## config.mk

```make
export PLATFORM = sky130hd
export DESIGN_NAME = gelu_arg
export DESIGN_NICKNAME = d
export VERILOG_FILES = /design/src/rtl/gelu_pkg.sv /design/src/rtl/gelu_arg.sv
export SDC_FILE = /design/constraint.sdc
export NUM_CORES = 2
export LEC_CHECK = 0
export BUFFER_PORTS_ARGS = -buffer_cell sky130_fd_sc_hd__buf_2
export CELL_PAD_IN_SITES_DETAIL_PLACEMENT = 2
export CELL_PAD_IN_SITES_GLOBAL_PLACEMENT = 2
export CORE_UTILIZATION = 40
export CTS_CLUSTER_DIAMETER = 60
export CTS_CLUSTER_SIZE = 40
export DETAILED_ROUTE_END_ITERATION = 10
export HOLD_SLACK_MARGIN = 0.08
export PLACE_DENSITY_LB_ADDON = 0.1
export SLEW_MARGIN = 15
export SYNTH_ARGS = -nofsm -noshare
export SYNTH_HDL_FRONTEND = slang
export SYNTH_SLANG_ARGS = --single-unit
```

## constraint.sdc

```tcl
create_clock -name clk -period 14.8 [get_ports clk]
set_clock_uncertainty 0.2 [all_clocks]
set_input_delay 2.22 -clock clk [delete_from_list [all_inputs] [get_ports clk]]
set_output_delay 2.22 -clock clk [all_outputs]
set_load 0.02 [all_outputs]
```

## src/rtl/gelu_pkg.sv

```systemverilog
// ----------------------------------------------------------------------------
// gelu_pkg
// Shared widths, fixed-point constants, the tanh point table and stage types
// for the GELU (tanh form) pipeline.
// ----------------------------------------------------------------------------
package gelu_pkg;

  localparam int DATA_W  = 16;
  localparam int FRAC_W  = 12;
  localparam int MAG_W   = DATA_W;
  localparam int IQ      = 24;

  localparam int COEF_W     = 16;
  localparam int CUBE_Q     = 20;
  localparam int CUBE_SHIFT = 3 * FRAC_W + CUBE_Q - IQ;
  localparam int SQ_W       = 24;

  localparam logic [COEF_W-1:0] CUBE_COEF  = COEF_W'(46886);
  localparam logic [SQ_W-1:0]   SQRT_COEF  = SQ_W'(13386282);

  localparam int A2_W     = 2 * MAG_W - 1;
  localparam int AC_W     = MAG_W + COEF_W - 1;
  localparam int P_W      = A2_W + AC_W;
  localparam int TERM_W   = P_W - CUBE_SHIFT;
  localparam int INNER_W  = 31;
  localparam int UPROD_W  = INNER_W + SQ_W;
  localparam int U_W      = UPROD_W - IQ;

  localparam logic [P_W-1:0]     CUBE_RND = P_W'(1) << (CUBE_SHIFT - 1);
  localparam logic [UPROD_W-1:0] U_RND    = UPROD_W'(1) << (IQ - 1);

  localparam int TANH_SEGS  = 64;
  localparam int SEG_IDX_W  = $clog2(TANH_SEGS);
  localparam int SEG_FRAC_W = IQ + 2 - SEG_IDX_W;
  localparam int PT_IDX_W   = $clog2(TANH_SEGS + 1);
  localparam int PT_W       = 16;
  localparam int DIFF_W     = 13;
  localparam int IP_W       = DIFF_W + SEG_FRAC_W;
  localparam int T_W        = 17;
  localparam int FACT_W     = T_W + 1;
  localparam int MPROD_W    = MAG_W + FACT_W;
  localparam int OUT_SHIFT  = 17;
  localparam int RES_W      = MPROD_W - OUT_SHIFT;

  localparam logic [IP_W-1:0]    IP_RND   = IP_W'(1) << (SEG_FRAC_W - 1);
  localparam logic [T_W-1:0]     TANH_ONE = T_W'(65536);
  localparam logic [MPROD_W-1:0] OUT_RND  = MPROD_W'(1) << (OUT_SHIFT - 1);
  localparam logic [RES_W-1:0]   POS_MAX  = RES_W'((1 << (DATA_W - 1)) - 1);
  localparam logic [RES_W-1:0]   NEG_MAX  = RES_W'(1 << (DATA_W - 1));

  localparam logic [PT_W-1:0] TANH_PTS [TANH_SEGS+1] = '{
        0,  4091,  8150, 12146, 16051, 19838, 23485, 26973,
    30285, 33412, 36346, 39084, 41625, 43972, 46131, 48108,
    49912, 51552, 53038, 54382, 55593, 56683, 57660, 58536,
    59320, 60019, 60643, 61199, 61694, 62134, 62524, 62871,
    63179, 63451, 63693, 63907, 64096, 64263, 64412, 64543,
    64659, 64761, 64852, 64932, 65003, 65065, 65120, 65169,
    65212, 65250, 65283, 65313, 65339, 65362, 65383, 65401,
    65417, 65431, 65443, 65454, 65464, 65472, 65480, 65486,
    65492
  };

  typedef struct packed {
    logic             neg;
    logic [MAG_W-1:0] mag;
  } gelu_side_t;

  typedef struct packed {
    gelu_side_t            side;
    logic                  sat;
    logic [SEG_IDX_W-1:0]  idx;
    logic [SEG_FRAC_W-1:0] frac;
  } gelu_arg_t;

  typedef struct packed {
    gelu_side_t     side;
    logic [T_W-1:0] t;
  } gelu_tanh_t;

endpackage

```

## src/rtl/gelu_arg.sv

```systemverilog
// ----------------------------------------------------------------------------
// gelu_arg
// Six-stage front end: magnitude, cube via a^2 * (a*c), rounding and the
// scaled tanh argument, split into segment index and fraction.
// ----------------------------------------------------------------------------
module gelu_arg (
  input  logic                        clk,
  input  logic                        rst_n,
  input  logic                        en,
  input  logic                        in_vld,
  input  logic [gelu_pkg::DATA_W-1:0] sample,
  output logic                        out_vld,
  output gelu_pkg::gelu_arg_t         arg
);
  import gelu_pkg::*;

  logic [5:0]            vld_r;
  logic [5:0]            vld_nxt;
  gelu_side_t            side_r [5];
  gelu_side_t            side_nxt;
  logic [2*MAG_W-1:0]    sq_full;
  logic [MAG_W+COEF_W-1:0] ac_full;
  logic [A2_W-1:0]       a2_r;
  logic [AC_W-1:0]       ac_r;
  logic [P_W-1:0]        p_r;
  logic [P_W-1:0]        p_nxt;
  logic [P_W-1:0]        term_sum;
  logic [INNER_W-1:0]    inner_r;
  logic [INNER_W-1:0]    inner_nxt;
  logic [UPROD_W-1:0]    uprod_r;
  logic [UPROD_W-1:0]    uprod_nxt;
  logic [UPROD_W-1:0]    u_sum;
  logic [U_W-1:0]        u;
  gelu_arg_t             arg_r;
  gelu_arg_t             arg_nxt;

  assign vld_nxt = {vld_r[4:0], in_vld};

  always_ff @(posedge clk) begin
    if (!rst_n) begin
      vld_r <= '0;
    end else if (en) begin
      vld_r <= vld_nxt;
    end
  end

  // magnitude and sign
  always_comb begin
    side_nxt.neg = sample[DATA_W-1];
    side_nxt.mag = sample[DATA_W-1] ? MAG_W'(~sample + 1'b1) : MAG_W'(sample);
  end

  assign sq_full   = side_r[0].mag * side_r[0].mag;
  assign ac_full   = side_r[0].mag * CUBE_COEF;
  assign p_nxt     = a2_r * ac_r;
  assign term_sum  = p_r + CUBE_RND;
  assign inner_nxt = INNER_W'({side_r[2].mag, {(IQ - FRAC_W){1'b0}}})
                   + INNER_W'(term_sum[P_W-1:CUBE_SHIFT]);
  assign uprod_nxt = inner_r * SQRT_COEF;
  assign u_sum     = uprod_r + U_RND;
  assign u         = u_sum[UPROD_W-1:IQ];

  always_comb begin
    arg_nxt.side = side_r[4];
    arg_nxt.sat  = |u[U_W-1:IQ+2];
    arg_nxt.idx  = u[IQ+1:SEG_FRAC_W];
    arg_nxt.frac = u[SEG_FRAC_W-1:0];
  end

  always_ff @(posedge clk) begin
    if (en) begin
      side_r[0] <= side_nxt;
      for (int i = 1; i < 5; i++) begin
        side_r[i] <= side_r[i-1];
      end
      a2_r    <= sq_full[A2_W-1:0];
      ac_r    <= ac_full[AC_W-1:0];
      p_r     <= p_nxt;
      inner_r <= inner_nxt;
      uprod_r <= uprod_nxt;
      arg_r   <= arg_nxt;
    end
  end

  assign out_vld = vld_r[5];
  assign arg     = arg_r;

endmodule

```

==> impl_results.md <==
- Routed vias/inst: 5.09
- DRT iter0 DRCs: 1721
- Critical-path maximum fanout: 30
- Clock Pin Slew Worst Setup and Hold Paths: 0.07 ns
- Simple-gate share of the synthesized area: 0.113
- Layout cell share with drive strength beyond 1: 0.0383
- Synth async-reset ratio: 0
- Post-synthesis compound-gate area fraction: 0.0415
- PortBufs: 64
- Final setup fails: 0
- Cell variety after synth: 65
- FMAX: 0.111 GHz
- Top FF cell, synth: edfxtp_1
- Startpoint types: flop
- TritonRoute pass-1 iters: 5
- CTS max path bufs: 3
- Synth Area in XOR/XNOR: 0.0312
- Commonest cells after routing, fill and taps aside: inv_1, fa_1, ha_1
- Core region area: 152000 um2
- Fin crit period: 9.02 ns
- Seq/Total Area, Yosys: 0.140
- Area share of the largest cell type after synthesis: 0.403
- Row cnt: 143
- Fill count: 16000
- Antenna Nets Post-Route: 0
- Adder-cell area share of the yosys netlist: 0.570
- First-pass GRT wire length: 293000 um
- HP Class: flop to flop
- Non-Filler Instances: 8039
- DRT Wirelength: 187000 um
- Commonest non-fill, non-tap cell in the layout: inv_1
- Area delta synth->final: 6.72%
- Crit path buffers/inverters: 5
- Cts repair resizes: 0
- Initial Util: 0.403
- Gpl congestion: 0.843
- Largest family of logic cells by synthesized area: adder cells
- CP max stage delay: 0.65 ns
- Vias: 40900
- Setup Buffers After CTS: 0
- Synth Area per Inst: 10.2 um2
- CP top delay family: adder cells
- Fin Setup TNS: 0 ns
- I/O pin cnt: 65
- Routed WL per cell: 23.2 um
- Remaining Overflow, GRT: 0
- Post-synth EDFFs: 281
- Multi-input gate area: 46400 um2
- Worst path slowest cell: o21ai_0
- Nets: 8048
- Crit Path Category: flop to flop
- Mux contribution to synthesized area: 0.00133
- Relative slew slack: 0.290
- Hold depth: 0
- Placed Cells: 7971
- Post-Syn Instances: 5987
- Actual slew at the worst max-slew pin: 1.07 ns
- H-tree levels: 2
- Synthesized area: 61200 um2
- Chip Width: 393 um
- Largest net degree at the start of global routing: 94
- Final Cycle Share: 0.609
- Yosys top cell by area: fa_1
- Die ar.: 154000 um2
- TritonCTS Buffers: 36
- RSZ-0062 raised after global routing: false
- Fin. max-slew vios: 0
- Number of stages on the worst setup path: 25
- Root Buffer Master: clkbuf_16
- Detail Placement HPWL: 150000 um
- Most used cell, CP: fa_1
- Max-cap viol count: 0
- Yosys warns: 0
- WP data required: 14.93 ns
- DRC: 0
- # clock sinks: 287
- Status: finished, final reports clean
- CTS tree: yes
- Clk_lat worst skew: 0.61 ns
- Flops & latches, synth: 287
- Crit end category: flop
- Seq. cell area: 8560 um2
- Initial antenna violation count: 9
- Final hold vios: 0
- Die Y: 393 um
- Global-route usage over all layers: 0.252
- Vias in the first global route: 48600
- Reg2Reg Depth: 25
- Arrival @ worst endpoint: 9.15 ns
- Synth area leaders: fa_1, ha_1, edfxtp_1
- Hold_buf cts: 0
-- final timing paths --
check | endpoint | slack, ns | start
hold reg to reg | side_r[2][11]$_DFFE_PP_ | 0.22 | side_r[1][11]$_DFFE_PP_
hold / removal | side_r[2][11]$_DFFE_PP_ | 0.22 | side_r[1][11]$_DFFE_PP_
setup reg to reg | p_r[57]$_DFFE_PP_ | 5.78 | a2_r[11]$_DFFE_PP_
setup / recovery | p_r[57]$_DFFE_PP_ | 5.78 | a2_r[11]$_DFFE_PP_
-- sequential cells by signal (all words and copies together) (netlist names) --
| signal | flops |
|---|---|
| p_r | 31 |
| vld_r | 6 |
| uprod_r | 32 |
| a2_r | 30 |
| ac_r | 29 |
| side_r | 84 |
| arg | 44 |
| inner_r | 31 |
-- stage by stage --
step | hold WS [ns] | worst slack, ns | util | area (um2)
6_report | 0.222 | 5.78 | 0.430 | 65300
2_1_floorplan | 0.200 | 7.26 | - | 61200
4_1_cts | 0.224 | 5.68 | 0.430 | 65300
3_3_place_gp | 0.200 | 5.92 | 0.421 | 63900
3_5_place_dp | 0.205 | 5.72 | 0.421 | 63900
5_1_grt | 0.229 | 5.21 | 0.430 | 65300
-- cell type report --
type,count,area share
inverter,1471,0.0846
antenna,3,0.000115
clock inverter,29,0.00681
tap,2030,0.0389
timing repair buffer,144,0.0143
multi-input combinational,4039,0.710
sequential,287,0.131
clock buffer,36,0.0138
-- cell families after synthesis --
family / after synthesis
and+or+nand+nor: 1348
buffers and inverters: 1674
xor gates and xnor gates: 218
AOI/OAI and AO/OA: 401
other: 2
DFF: 287
adders and majority gates: 2049
muxes: 8
-- metal layers --
layer	global-route usage	vias up	routed length (um)
met3	0.0203	163	6330
met2	0.446	595	95400
li1	-	18100	-
met5	0	-	0
met1	0.337	22100	81400
met4	0.0487	0	3710
-- synth_stat cells (13+ instances only) --
master    number
nand2_1      491
clkbuf_1     203
o21ai_0       74
nor2b_1       16
edfxtp_1     281
inv_1       1470
nand4_1       40
xnor2_1      155
a21o_1        71
and2_1       562
ha_1         817
fa_1        1232
and3_1        22
a21oi_1      146
o21a_1        13
o21bai_1      25
nor3_1        14
nor2_1       105
nand3_1       50
xor2_1        63
Power is left out: the tool's default activity adds up to more than one toggle a clock period on the data nets, which glitch-free logic cannot reach.
