File: config.mk
export PLATFORM = sky130hd
export DESIGN_NAME = gelu_tanh
export DESIGN_NICKNAME = d
export VERILOG_FILES = /design/src/rtl/gelu_pkg.sv /design/src/rtl/gelu_tanh.sv
export SDC_FILE = /design/constraint.sdc
export NUM_CORES = 1
export LEC_CHECK = 0
export BUFFER_PORTS_ARGS = -buffer_cell sky130_fd_sc_hd__buf_2
export CAP_MARGIN = 15
export CORE_AREA = 3 3 211 213
export CTS_BUF_LIST = sky130_fd_sc_hd__clkbuf_8
export DETAILED_ROUTE_END_ITERATION = 8
export DIE_AREA = 0 0 214 216
export PLACE_DENSITY = 0.55
export SLEW_MARGIN = 20
export SYNTH_ARGS = -nofsm -noshare
export SYNTH_HDL_FRONTEND = slang
export SYNTH_SLANG_ARGS = --single-unit
File: constraint.sdc
create_clock -name clk -period 17.9 [get_ports clk]
set_clock_uncertainty 0.05 [all_clocks]
set_input_delay 1.79 -clock clk [delete_from_list [all_inputs] [get_ports clk]]
set_output_delay 1.79 -clock clk [all_outputs]
set_load 0.01 [all_outputs]
File: src/rtl/gelu_pkg.sv
// ----------------------------------------------------------------------------
// gelu_pkg
// Shared widths, fixed-point constants, the tanh point table and stage types
// for the GELU (tanh form) pipeline.
// ----------------------------------------------------------------------------
package gelu_pkg;

  localparam int DATA_W  = 16;
  localparam int FRAC_W  = 12;
  localparam int MAG_W   = DATA_W;
  localparam int IQ      = 24;

  localparam int COEF_W     = 16;
  localparam int CUBE_Q     = 20;
  localparam int CUBE_SHIFT = 3 * FRAC_W + CUBE_Q - IQ;
  localparam int SQ_W       = 24;

  localparam logic [COEF_W-1:0] CUBE_COEF  = COEF_W'(46886);
  localparam logic [SQ_W-1:0]   SQRT_COEF  = SQ_W'(13386282);

  localparam int A2_W     = 2 * MAG_W - 1;
  localparam int AC_W     = MAG_W + COEF_W - 1;
  localparam int P_W      = A2_W + AC_W;
  localparam int TERM_W   = P_W - CUBE_SHIFT;
  localparam int INNER_W  = 31;
  localparam int UPROD_W  = INNER_W + SQ_W;
  localparam int U_W      = UPROD_W - IQ;

  localparam logic [P_W-1:0]     CUBE_RND = P_W'(1) << (CUBE_SHIFT - 1);
  localparam logic [UPROD_W-1:0] U_RND    = UPROD_W'(1) << (IQ - 1);

  localparam int TANH_SEGS  = 64;
  localparam int SEG_IDX_W  = $clog2(TANH_SEGS);
  localparam int SEG_FRAC_W = IQ + 2 - SEG_IDX_W;
  localparam int PT_IDX_W   = $clog2(TANH_SEGS + 1);
  localparam int PT_W       = 16;
  localparam int DIFF_W     = 13;
  localparam int IP_W       = DIFF_W + SEG_FRAC_W;
  localparam int T_W        = 17;
  localparam int FACT_W     = T_W + 1;
  localparam int MPROD_W    = MAG_W + FACT_W;
  localparam int OUT_SHIFT  = 17;
  localparam int RES_W      = MPROD_W - OUT_SHIFT;

  localparam logic [IP_W-1:0]    IP_RND   = IP_W'(1) << (SEG_FRAC_W - 1);
  localparam logic [T_W-1:0]     TANH_ONE = T_W'(65536);
  localparam logic [MPROD_W-1:0] OUT_RND  = MPROD_W'(1) << (OUT_SHIFT - 1);
  localparam logic [RES_W-1:0]   POS_MAX  = RES_W'((1 << (DATA_W - 1)) - 1);
  localparam logic [RES_W-1:0]   NEG_MAX  = RES_W'(1 << (DATA_W - 1));

  localparam logic [PT_W-1:0] TANH_PTS [TANH_SEGS+1] = '{
        0,  4091,  8150, 12146, 16051, 19838, 23485, 26973,
    30285, 33412, 36346, 39084, 41625, 43972, 46131, 48108,
    49912, 51552, 53038, 54382, 55593, 56683, 57660, 58536,
    59320, 60019, 60643, 61199, 61694, 62134, 62524, 62871,
    63179, 63451, 63693, 63907, 64096, 64263, 64412, 64543,
    64659, 64761, 64852, 64932, 65003, 65065, 65120, 65169,
    65212, 65250, 65283, 65313, 65339, 65362, 65383, 65401,
    65417, 65431, 65443, 65454, 65464, 65472, 65480, 65486,
    65492
  };

  typedef struct packed {
    logic             neg;
    logic [MAG_W-1:0] mag;
  } gelu_side_t;

  typedef struct packed {
    gelu_side_t            side;
    logic                  sat;
    logic [SEG_IDX_W-1:0]  idx;
    logic [SEG_FRAC_W-1:0] frac;
  } gelu_arg_t;

  typedef struct packed {
    gelu_side_t     side;
    logic [T_W-1:0] t;
  } gelu_tanh_t;

endpackage

File: src/rtl/gelu_tanh.sv
// ----------------------------------------------------------------------------
// gelu_tanh
// Two-stage tanh: reads the two segment end points from the point table,
// then interpolates linearly with rounding; saturates to one past the table.
// ----------------------------------------------------------------------------
module gelu_tanh (
  input  logic                 clk,
  input  logic                 rst_n,
  input  logic                 en,
  input  logic                 in_vld,
  input  gelu_pkg::gelu_arg_t  arg,
  output logic                 out_vld,
  output gelu_pkg::gelu_tanh_t tanh_val
);
  import gelu_pkg::*;

  logic [1:0]            vld_r;
  logic [PT_IDX_W-1:0]   lo_idx;
  logic [PT_IDX_W-1:0]   hi_idx;
  logic [PT_W-1:0]       lo_pt;
  logic [PT_W-1:0]       hi_pt;
  logic [PT_W-1:0]       lo_r;
  logic [DIFF_W-1:0]     diff_nxt;
  logic [DIFF_W-1:0]     diff_r;
  logic [SEG_FRAC_W-1:0] frac_r;
  logic                  sat_r;
  gelu_side_t            side_r;
  logic [IP_W-1:0]       ip_sum;
  gelu_tanh_t            tanh_r;
  gelu_tanh_t            tanh_nxt;

  always_ff @(posedge clk) begin
    if (!rst_n) begin
      vld_r <= '0;
    end else if (en) begin
      vld_r <= {vld_r[0], in_vld};
    end
  end

  assign lo_idx   = PT_IDX_W'(arg.idx);
  assign hi_idx   = lo_idx + 1'b1;
  assign lo_pt    = TANH_PTS[lo_idx];
  assign hi_pt    = TANH_PTS[hi_idx];
  assign diff_nxt = DIFF_W'(hi_pt - lo_pt);

  assign ip_sum = diff_r * frac_r + IP_RND;

  always_comb begin
    tanh_nxt.side = side_r;
    if (sat_r) begin
      tanh_nxt.t = TANH_ONE;
    end else begin
      tanh_nxt.t = T_W'(lo_r) + T_W'(ip_sum[IP_W-1:SEG_FRAC_W]);
    end
  end

  always_ff @(posedge clk) begin
    if (en) begin
      lo_r   <= lo_pt;
      diff_r <= diff_nxt;
      frac_r <= arg.frac;
      sat_r  <= arg.sat;
      side_r <= arg.side;
      tanh_r <= tanh_nxt;
    end
  end

  assign out_vld  = vld_r[1];
  assign tanh_val = tanh_r;

endmodule

==> run_results.csv, run 1 <==
group,metric,value,unit
clocking,hold_buffers,0,
placement,dp_cells,2252,
sta,fmax,122,MHz
clocking,clock_latency,420,ps
synthesis,avgSynthCellArea,8.91,µm²
grt,use_met1,23.4,%
final_layout,fin_cells,2268,
synthesis,async_flop_share,0,%
synthesis,ys_seq_elements,103,
detailed_routing,routed_wirelength,40400,µm
synthesis,synth.largest_area_cell,"fa_1",
job,cap_violations,0,
sta,hold_viol,0,
final_layout,seq_area,0.00307,mm²
detailed_routing,routedWlPerCell,17.8,µm
worst_setup_path,path_max_fanout,20,
synthesis,yosys-top-cells-count,"nand2_1, inv_1, fa_1",
worst_setup_path,crit_path_end_kind,"flip-flop",
clocking,h-tree-depth,3,
clocking,cts_resized,0,
sta,finalSetupTns,0,ps
worst_setup_path,timing.rr.end,"tanh_val[11]",
worst_setup_path,start_kind,"flip-flop",
grt,grt_pass1_wl,65900,µm
die,dieHeight,216,µm
clocking,cts_tree,"done",
die,dieArea,0.0462,mm²
clocking,cts.sinks,103,
final_layout,multi_input_area,0.0106,mm²
grt,grt.met2_usage,29.8,%
synthesis,synth_cell_types,70,
grt,use_met3,3.27,%
grt,grt_max_degree,78,
sta,worst_pin_slew,1020,ps
final_layout,fin_nets,2062,
placement,place_hpwl,30500,µm
synthesis,synth.top_cell.area_share,26.7,%
sta,rsz0062_at_grt,"no",
die,fp.dieW,214,µm
worst_setup_path,worstPathArrival,8310,ps
final_layout,design_area,0.0160,mm²
clocking,clock-root-buffer,"clkbuf_8",
hold_path,holdPathStages,0,
clocking,clock_path_buffers,2,
placement,dpl-instance-area,0.0158,mm²
synthesis,synthesis.nets,2060,
final_layout,fillers,4447,
final_layout,syn2layout_area_growth,7.01,%
worst_setup_path,startpoint,"diff_r[6]",
synthesis,ys_seq_area_share,20.6,%
hold_path,worstHoldStart,"side_r[14]",
grt,busiest_layer,"met2",
grt,overflow,0,
worst_setup_path,critical_path_required,18030,ps
synthesis,synth_area_leaders,"fa_1, edfxtp_1, ha_1, nand2_1, inv_1",
detailed_routing,viasPerCell,5.22,
synthesis,ys.flop_type,"edfxtp_1",
worst_setup_path,r2r_slack,9720,ps
die,core,0.0429,mm²
placement,numPortBuffers,82,
worst_setup_path,rr_worst_depth,24,
grt,antenna_found_initial,0,
sta,fin_crit_sh,45.7,%
grt,grt.total_usage,17.6,%
sta,finalSetupViolations,0,
clocking,path_clk_slew,130,ps
detailed_routing,firstDrtPassIters,6,
status,status,"completed",
synthesis,synth.cell_area,0.0149,mm²
synthesis,ys_warn_count,0,
grt,grt_pass1_vias,12300,
detailed_routing,dr_total_vias,11800,
die,start_util,34.8,%
sta,maxSlewHeadroom,32.3,%
die,num_rows,76,
synthesis,postSynthCellCount,1676,
final_layout,drive_above_1_share,7.37,%
synthesis,synth_edf_count,101,
final_layout,diodes,0,
placement,gp_congestion,0.895,
sta,period_minus_slack,8180,ps
die,num_io_pins,83,
hold_path,min_to,"tanh_val[31]",
worst_setup_path,r2r-start,"diff_r[6]",
sta,maxSlewViolCount,0,
detailed_routing,drt_iter0_markers,924,
detailed_routing,drc_errors,0,
final_layout,post-route-util,37.3,%
worst_setup_path,path_class,"flip-flop to flip-flop",
synthesis,yosys.cell_count.top_type,"nand2_1",
clocking,post_cts_buffers,0,
clocking,cts_buffers,9,
detailed_routing,antenna_left,0,
hold_path,hold_path.class,"flip-flop to flip-flop",
==> placed cells by master (no fill, tap or decap), types with 17 or more instances in the layout <==
cell type  synthesis  final
nand2_1          261    261
inv_1            237    237
fa_1             199    199
ha_1             137    137
nor2_1           105    105
edfxtp_1         101    101
and2_1            92     92
a21oi_1           83     83
buf_2             11     81
o21ai_0           64     64
xnor2_1           28     28
nand3_1           24     24
a211oi_1          23     23
nor3_1            20     20
a31oi_1           18     18
a21o_1            17     17
==> final cells by class <==
| cell class | instances | share of cell area (%) |
|---|---|---|
| clock buffer | 9 | 0.775 |
| clock inverter | 7 | 0.572 |
| inverter | 239 | 5.62 |
| timing repair buffer | 94 | 3.15 |
| tap | 585 | 4.58 |
| multi-input combinational | 1231 | 66.1 |
| sequential | 103 | 19.2 |
==> metal layers <==
metal / vias to the layer above / share of wire, %
met1: 5914 / 43
met5: - / 0
met2: 376 / 49
met4: 0 / 2.1
met3: 59 / 5.9
li1: 5495 / -
==> critical path, stage by stage (launching register included) <==
cell and delay [ps]:
edfxtp_1 1000, nand2_1 170, fa_1 560, fa_1 460
fa_1 560, inv_1 50, fa_1 440, fa_1 510
fa_1 420, ha_1 320, and4_1 230, and3_1 180
o2111ai_1 90, nand3_1 280, a21oi_1 300, xnor2_1 170
ha_1 260, a21o_1 150, a21o_1 230, a2111oi_4 400
nor3_2 110, o31ai_2 380, a21boi_1 140, nor2_1 130
mux2_1 340
==> worst max-delay path by stage <==
stage | endpoint | slack (ps)
after global placement | tanh_val[11] | 9940
after CTS | tanh_val[11] | 9720
after global routing | tanh_val[11] | 9240
final | tanh_val[11] | 9720
after detailed placement | tanh_val[11] | 9780
after floorplan | tanh_val[11] | 10550
==> registers in the layout (all words and copies together) (netlist names) <==
name and count:
tanh_val 34, frac_r 20, side_r 17, lo_r 16, diff_r 13, vld_r 2
sat_r 1
==> through the flow <==
| step | hold WS [ps] | setup WS, ps |
|---|---|---|
| global placement | 350 | 9940 |
| detailed placement | 355 | 9780 |
| CTS | 383 | 9720 |
| floorplan | 350 | 10550 |
| finish | 380 | 9720 |
| global route | 386 | 9240 |
==> cells by family (layout without fill, tap and decap cells) <==
logic type | count (synthesis) | count (layout) | share of synthesized area [%]
AO/OA/AOI/OAI | 290 | 290 | 12.5
XOR/XNOR | 45 | 45 | 2.79
adder cells (fa/ha/maj) | 336 | 336 | 38.2
AND/OR/NAND/NOR | 555 | 555 | 16.9
multiplexers | 5 | 5 | 0.360
buffers and inverters | 342 | 349 | 8.72
flip-flops | 103 | 103 | 20.6
Power of run 1 is not shown: default switching activity piles up to over one toggle a cycle in this logic, so the estimate is an artifact.
==> inputs of run 2 (changes only) <==
clock period = 7.8 ns   (was 17.9 ns; I/O delays follow)
==> run 2 against run 1 <==
Sequential share of layout area fell by 0.74 points. Sequential cell count did not move. Maximum frequency rose by 11%. Non-clock buffer count up 65. Core utilization rose by 1.5 points. Critical path type unchanged. Clock-buffer cell count unchanged.
==> run_results.csv, run 2 (synthesis results as in run 1) <==
group,metric,value,unit
final_layout,largest_reg_flops,34,
detailed_routing,drc_errors,0,
sta,maxSlewHeadroom,30.8,%
worst_setup_path,r2r_slack,410,ps
clocking,cts.sinks,103,
hold_path,worstHoldStart,"side_r[14]",
sta,rsz0062_at_grt,"no",
detailed_routing,dr_total_vias,12000,
worst_setup_path,worstPathArrival,7520,ps
die,fp.dieW,214,µm
grt,grt.total_usage,17.8,%
grt,grt_pass1_vias,11900,
final_layout,syn2layout_area_growth,11.3,%
placement,gp_congestion,0.927,
die,start_util,34.8,%
clocking,clock_path_buffers,2,
hold_path,hold_path.class,"flip-flop to flip-flop",
sta,maxSlewViolCount,0,
worst_setup_path,r2r-start,"diff_r[9]",
detailed_routing,drt_iter0_markers,860,
detailed_routing,routedWlPerCell,17.4,µm
worst_setup_path,start_kind,"flip-flop",
clocking,clock_latency,430,ps
worst_setup_path,rr_worst_depth,25,
final_layout,drive_above_1_share,11.0,%
clocking,path_clk_slew,120,ps
placement,place_hpwl,31200,µm
worst_setup_path,critical_path_required,7930,ps
worst_setup_path,timing.rr.end,"tanh_val[11]",
grt,grt_pass1_wl,66000,µm
job,cap_violations,0,
clocking,clock-root-buffer,"clkbuf_8",
placement,numPortBuffers,82,
sta,worst_pin_slew,1040,ps
worst_setup_path,path_class,"flip-flop to flip-flop",
grt,antenna_found_initial,0,
hold_path,min_to,"tanh_val[31]",
sta,finalSetupViolations,0,
final_layout,fin_nets,2127,
worst_setup_path,crit_path_end_kind,"flip-flop",
worst_setup_path,path_max_fanout,8,
sta,fmax,135,MHz
grt,overflow,0,
final_layout,diodes,0,
status,status,"completed",
die,dieArea,0.0462,mm²
final_layout,final_common_cell,"nand2_1",
sta,fin_crit_sh,94.7,%
die,core,0.0429,mm²
detailed_routing,firstDrtPassIters,5,
hold_path,holdPathStages,0,
grt,grt_max_degree,80,
final_layout,mostFrequentLayoutCells,"nand2_1, inv_1, fa_1, ha_1, nor2_1",
die,dieHeight,216,µm
die,num_io_pins,83,
clocking,h-tree-depth,3,
detailed_routing,antenna_left,0,
sta,finalSetupTns,0,ps
sta,hold_viol,0,
die,num_rows,76,
clocking,cts_buffers,9,
detailed_routing,viasPerCell,5.13,
detailed_routing,routed_wirelength,40600,µm
sta,period_minus_slack,7390,ps
clocking,cts_tree,"done",
## run 2: cell count changes in the layout (fill, tap and decap cells not counted), sizes merged
cell  delta
buf     +65
## run 2: per-stage QoR
stage	cell area, µm²	utilization, %	std cells	hold slack, ps	worst slack, ps
after floorplan	14900	-	1676	350	446
after global placement	16000	37.4	2287	350	161
after detailed placement	16000	37.4	2287	355	95.8
after CTS	16300	37.9	2303	384	2.52
after global routing	16600	38.8	2333	387	16.2
final	16600	38.8	2333	381	414
## run 2: per-layer routing
metal | vias up | GRT usage, % | wire (µm)
met2 | 408 | 28.5 | 19100
met3 | 41 | 3.08 | 2590
met4 | 0 | 4.42 | 694
met1 | 5892 | 25.0 | 18200
li1 | 5625 | - | -
met5 | - | 0 | 0
## run 2: what timing repair did
action,in CTS,in global routing
setup endpoints to repair,0,9
hold buffers,0,0
setup buffers,0,30
gates resized for setup,0,8
## run 2: how the worst max path moves through the flow
| stage | slack (ps) | start | endpoint | cells past startpoint |
|---|---|---|---|---|
| after global routing | 20 | frac_r[15] | tanh_val[15] | 27 |
| after CTS | 3 | diff_r[2] | tanh_val[11] | 26 |
| after floorplan | 450 | diff_r[1] | tanh_val[11] | 26 |
| after detailed placement | 100 | diff_r[5] | tanh_val[11] | 24 |
| after global placement | 160 | diff_r[5] | tanh_val[11] | 24 |
| final | 410 | diff_r[9] | tanh_val[11] | 25 |
## run 2: critical path: stages, from the launching register on
cell       delay (ps)
edfxtp_1          580
and2_1            230
fa_1              480
fa_1              550
inv_1              50
fa_1              470
inv_1              50
fa_1              450
fa_1              510
fa_1              430
ha_1              320
and4_1            230
and3_1            180
o2111ai_1          70
nand3_1           140
a21oi_2           190
xnor2_1           160
ha_1              270
a21o_1            160
a21o_1            230
a2111oi_4         410
nor3_2            130
o31ai_4           270
a21boi_1          110
nor2_1            100
mux2_1            320
## run 2: cell type report
| cell class | instances | area (µm²) |
|---|---|---|
| inverter | 239 | 897 |
| tap | 585 | 732 |
| fill | 4378 | 26300 |
| multi-input combinational | 1231 | 10600 |
| clock inverter | 7 | 91.3 |
| clock buffer | 9 | 124 |
| sequential | 103 | 3070 |
| timing repair buffer | 159 | 1120 |
Power of run 2 is left out for the same reason.
==> inputs of run 3 (changes only) <==
clock period = 8.8 ns   (was 7.8 ns; I/O delays follow)
==> run 3 against run 2 <==
First-iteration DRC count up 5.7%. Non-clock buffer count is 62 lower. Worst hold slack gained 4.4 ps. Via count is 0.61% lower. Cell area fell by 3.7%. Sequential share of layout area rose by 0.70 points. Global-route usage hardly changed. Clock-buffer cell count did not move. Maximum frequency decreased by 9.1%. Register-to-register slack improved by 260 ps. Core utilization shrank 1.4 points.
==> run_results.csv, run 3 (synthesis results as in run 1) <==
group,metric,value,unit
final_layout,largest_reg_flops,34,
clocking,clock-root-buffer,"clkbuf_8",
die,num_io_pins,83,
final_layout,fin_nets,2065,
detailed_routing,antenna_left,0,
die,start_util,34.8,%
worst_setup_path,rr_worst_depth,24,
sta,maxSlewViolCount,0,
detailed_routing,drt_iter0_markers,909,
final_layout,final_common_cell,"nand2_1",
die,num_rows,76,
detailed_routing,firstDrtPassIters,6,
clocking,cts_resized,0,
final_layout,mostFrequentLayoutCells,"nand2_1, inv_1, fa_1, ha_1, nor2_1",
sta,fmax,123,MHz
clocking,path_clk_slew,130,ps
clocking,cts_buffers,9,
worst_setup_path,path_max_fanout,20,
placement,gp_congestion,0.896,
placement,place_hpwl,30900,µm
grt,grt_max_degree,80,
grt,use_met3,2.84,%
hold_path,min_to,"tanh_val[29]",
grt,grt.met2_usage,30.0,%
placement,numPortBuffers,82,
clocking,clock_path_buffers,2,
sta,hold_viol,0,
detailed_routing,routed_wirelength,40600,µm
clocking,h-tree-depth,3,
sta,finalSetupTns,0,ps
worst_setup_path,r2r-start,"diff_r[5]",
worst_setup_path,critical_path_required,8940,ps
sta,rsz0062_at_grt,"no",
die,dieArea,0.0462,mm²
detailed_routing,routedWlPerCell,17.9,µm
sta,period_minus_slack,8130,ps
clocking,post_cts_buffers,0,
job,cap_violations,0,
clocking,cts_tree,"done",
sta,fin_crit_sh,92.4,%
grt,busiest_layer,"met2",
grt,overflow,0,
grt,grt_pass1_vias,12200,
final_layout,drive_above_1_share,7.59,%
grt,antenna_found_initial,1,
die,fp.dieW,214,µm
final_layout,syn2layout_area_growth,7.24,%
worst_setup_path,start_kind,"flip-flop",
worst_setup_path,path_class,"flip-flop to flip-flop",
hold_path,holdPathStages,0,
sta,finalSetupViolations,0,
worst_setup_path,crit_path_end_kind,"flip-flop",
detailed_routing,viasPerCell,5.24,
worst_setup_path,timing.rr.end,"tanh_val[11]",
hold_path,worstHoldStart,"side_r[12]",
grt,use_met1,23.9,%
final_layout,post-route-util,37.3,%
final_layout,diodes,0,
worst_setup_path,r2r_slack,670,ps
detailed_routing,dr_total_vias,11900,
hold_path,hold_path.class,"flip-flop to flip-flop",
clocking,clock_latency,430,ps
die,dieHeight,216,µm
worst_setup_path,worstPathArrival,8270,ps
die,core,0.0429,mm²
status,status,"completed",
sta,maxSlewHeadroom,29.7,%
grt,grt_pass1_wl,65900,µm
clocking,hold_buffers,0,
grt,grt.total_usage,17.8,%
clocking,cts.sinks,103,
sta,worst_pin_slew,1030,ps
detailed_routing,drc_errors,0,
run 3: cell count changes in the layout (fill, tap and decap cells not counted), moves of 2 or more:
cell,change
a21oi_2,-3
a21oi_1,+3
buf_4,-51
inv_8,+2
buf_12,-10
clkinv_4,-2
run 3: per-stage QoR:
step / std cells / setup WS [ps] / area (µm²) / hold slack (ps)
3_5_place_dp: 2255 / 687 / 15800 / 356
4_1_cts: 2271 / 632 / 16000 / 387
3_3_place_gp: 2255 / 827 / 15800 / 351
2_1_floorplan: 1676 / 1450 / 14900 / 350
6_report: 2271 / 671 / 16000 / 385
5_1_grt: 2271 / 163 / 16000 / 398
run 3: how the worst max path moves through the flow:
stage	from	slack, ps	to
after floorplan	diff_r[1]	1450	tanh_val[11]
after global placement	diff_r[9]	830	tanh_val[11]
after detailed placement	diff_r[5]	690	tanh_val[11]
after CTS	diff_r[5]	630	tanh_val[11]
after global routing	diff_r[5]	160	tanh_val[11]
final	diff_r[5]	670	tanh_val[11]
run 3: metal layers:
| metal | share of wire, % | routed length [µm] | up-vias |
|---|---|---|---|
| met5 | 0 | 0 | - |
| met4 | 2.1 | 846 | 0 |
| met3 | 5.3 | 2170 | 56 |
| met2 | 49 | 19800 | 366 |
| met1 | 44 | 17800 | 5965 |
| li1 | - | - | 5506 |
run 3: cell type report:
| cell class | instances | area, µm² |
|---|---|---|
| Clock buffer | 9 | 124 |
| Clock inverter | 7 | 96.3 |
| Fill cell | 4374 | 26900 |
| Inverter | 239 | 897 |
| Multi-Input combinational cell | 1231 | 10600 |
| Sequential cell | 103 | 3070 |
| Tap cell | 585 | 732 |
| Timing Repair Buffer | 97 | 526 |
run 3: worst max-delay path, stage by stage (launching register included):
cell and delay, ps:
edfxtp_1 940, nand2_1 200, fa_1 600, fa_1 450
fa_1 550, inv_1 50, fa_1 450, fa_1 510
fa_1 420, ha_1 310, and4_1 220, and3_1 180
o2111ai_1 80, nand3_1 260, a21oi_1 300, xnor2_1 170
ha_1 260, a21o_1 160, a21o_1 230, a2111oi_4 420
nor3_2 110, o31ai_2 380, a21boi_1 130, nor2_1 130
mux2_1 340
Power of run 3 is left out for the same reason.
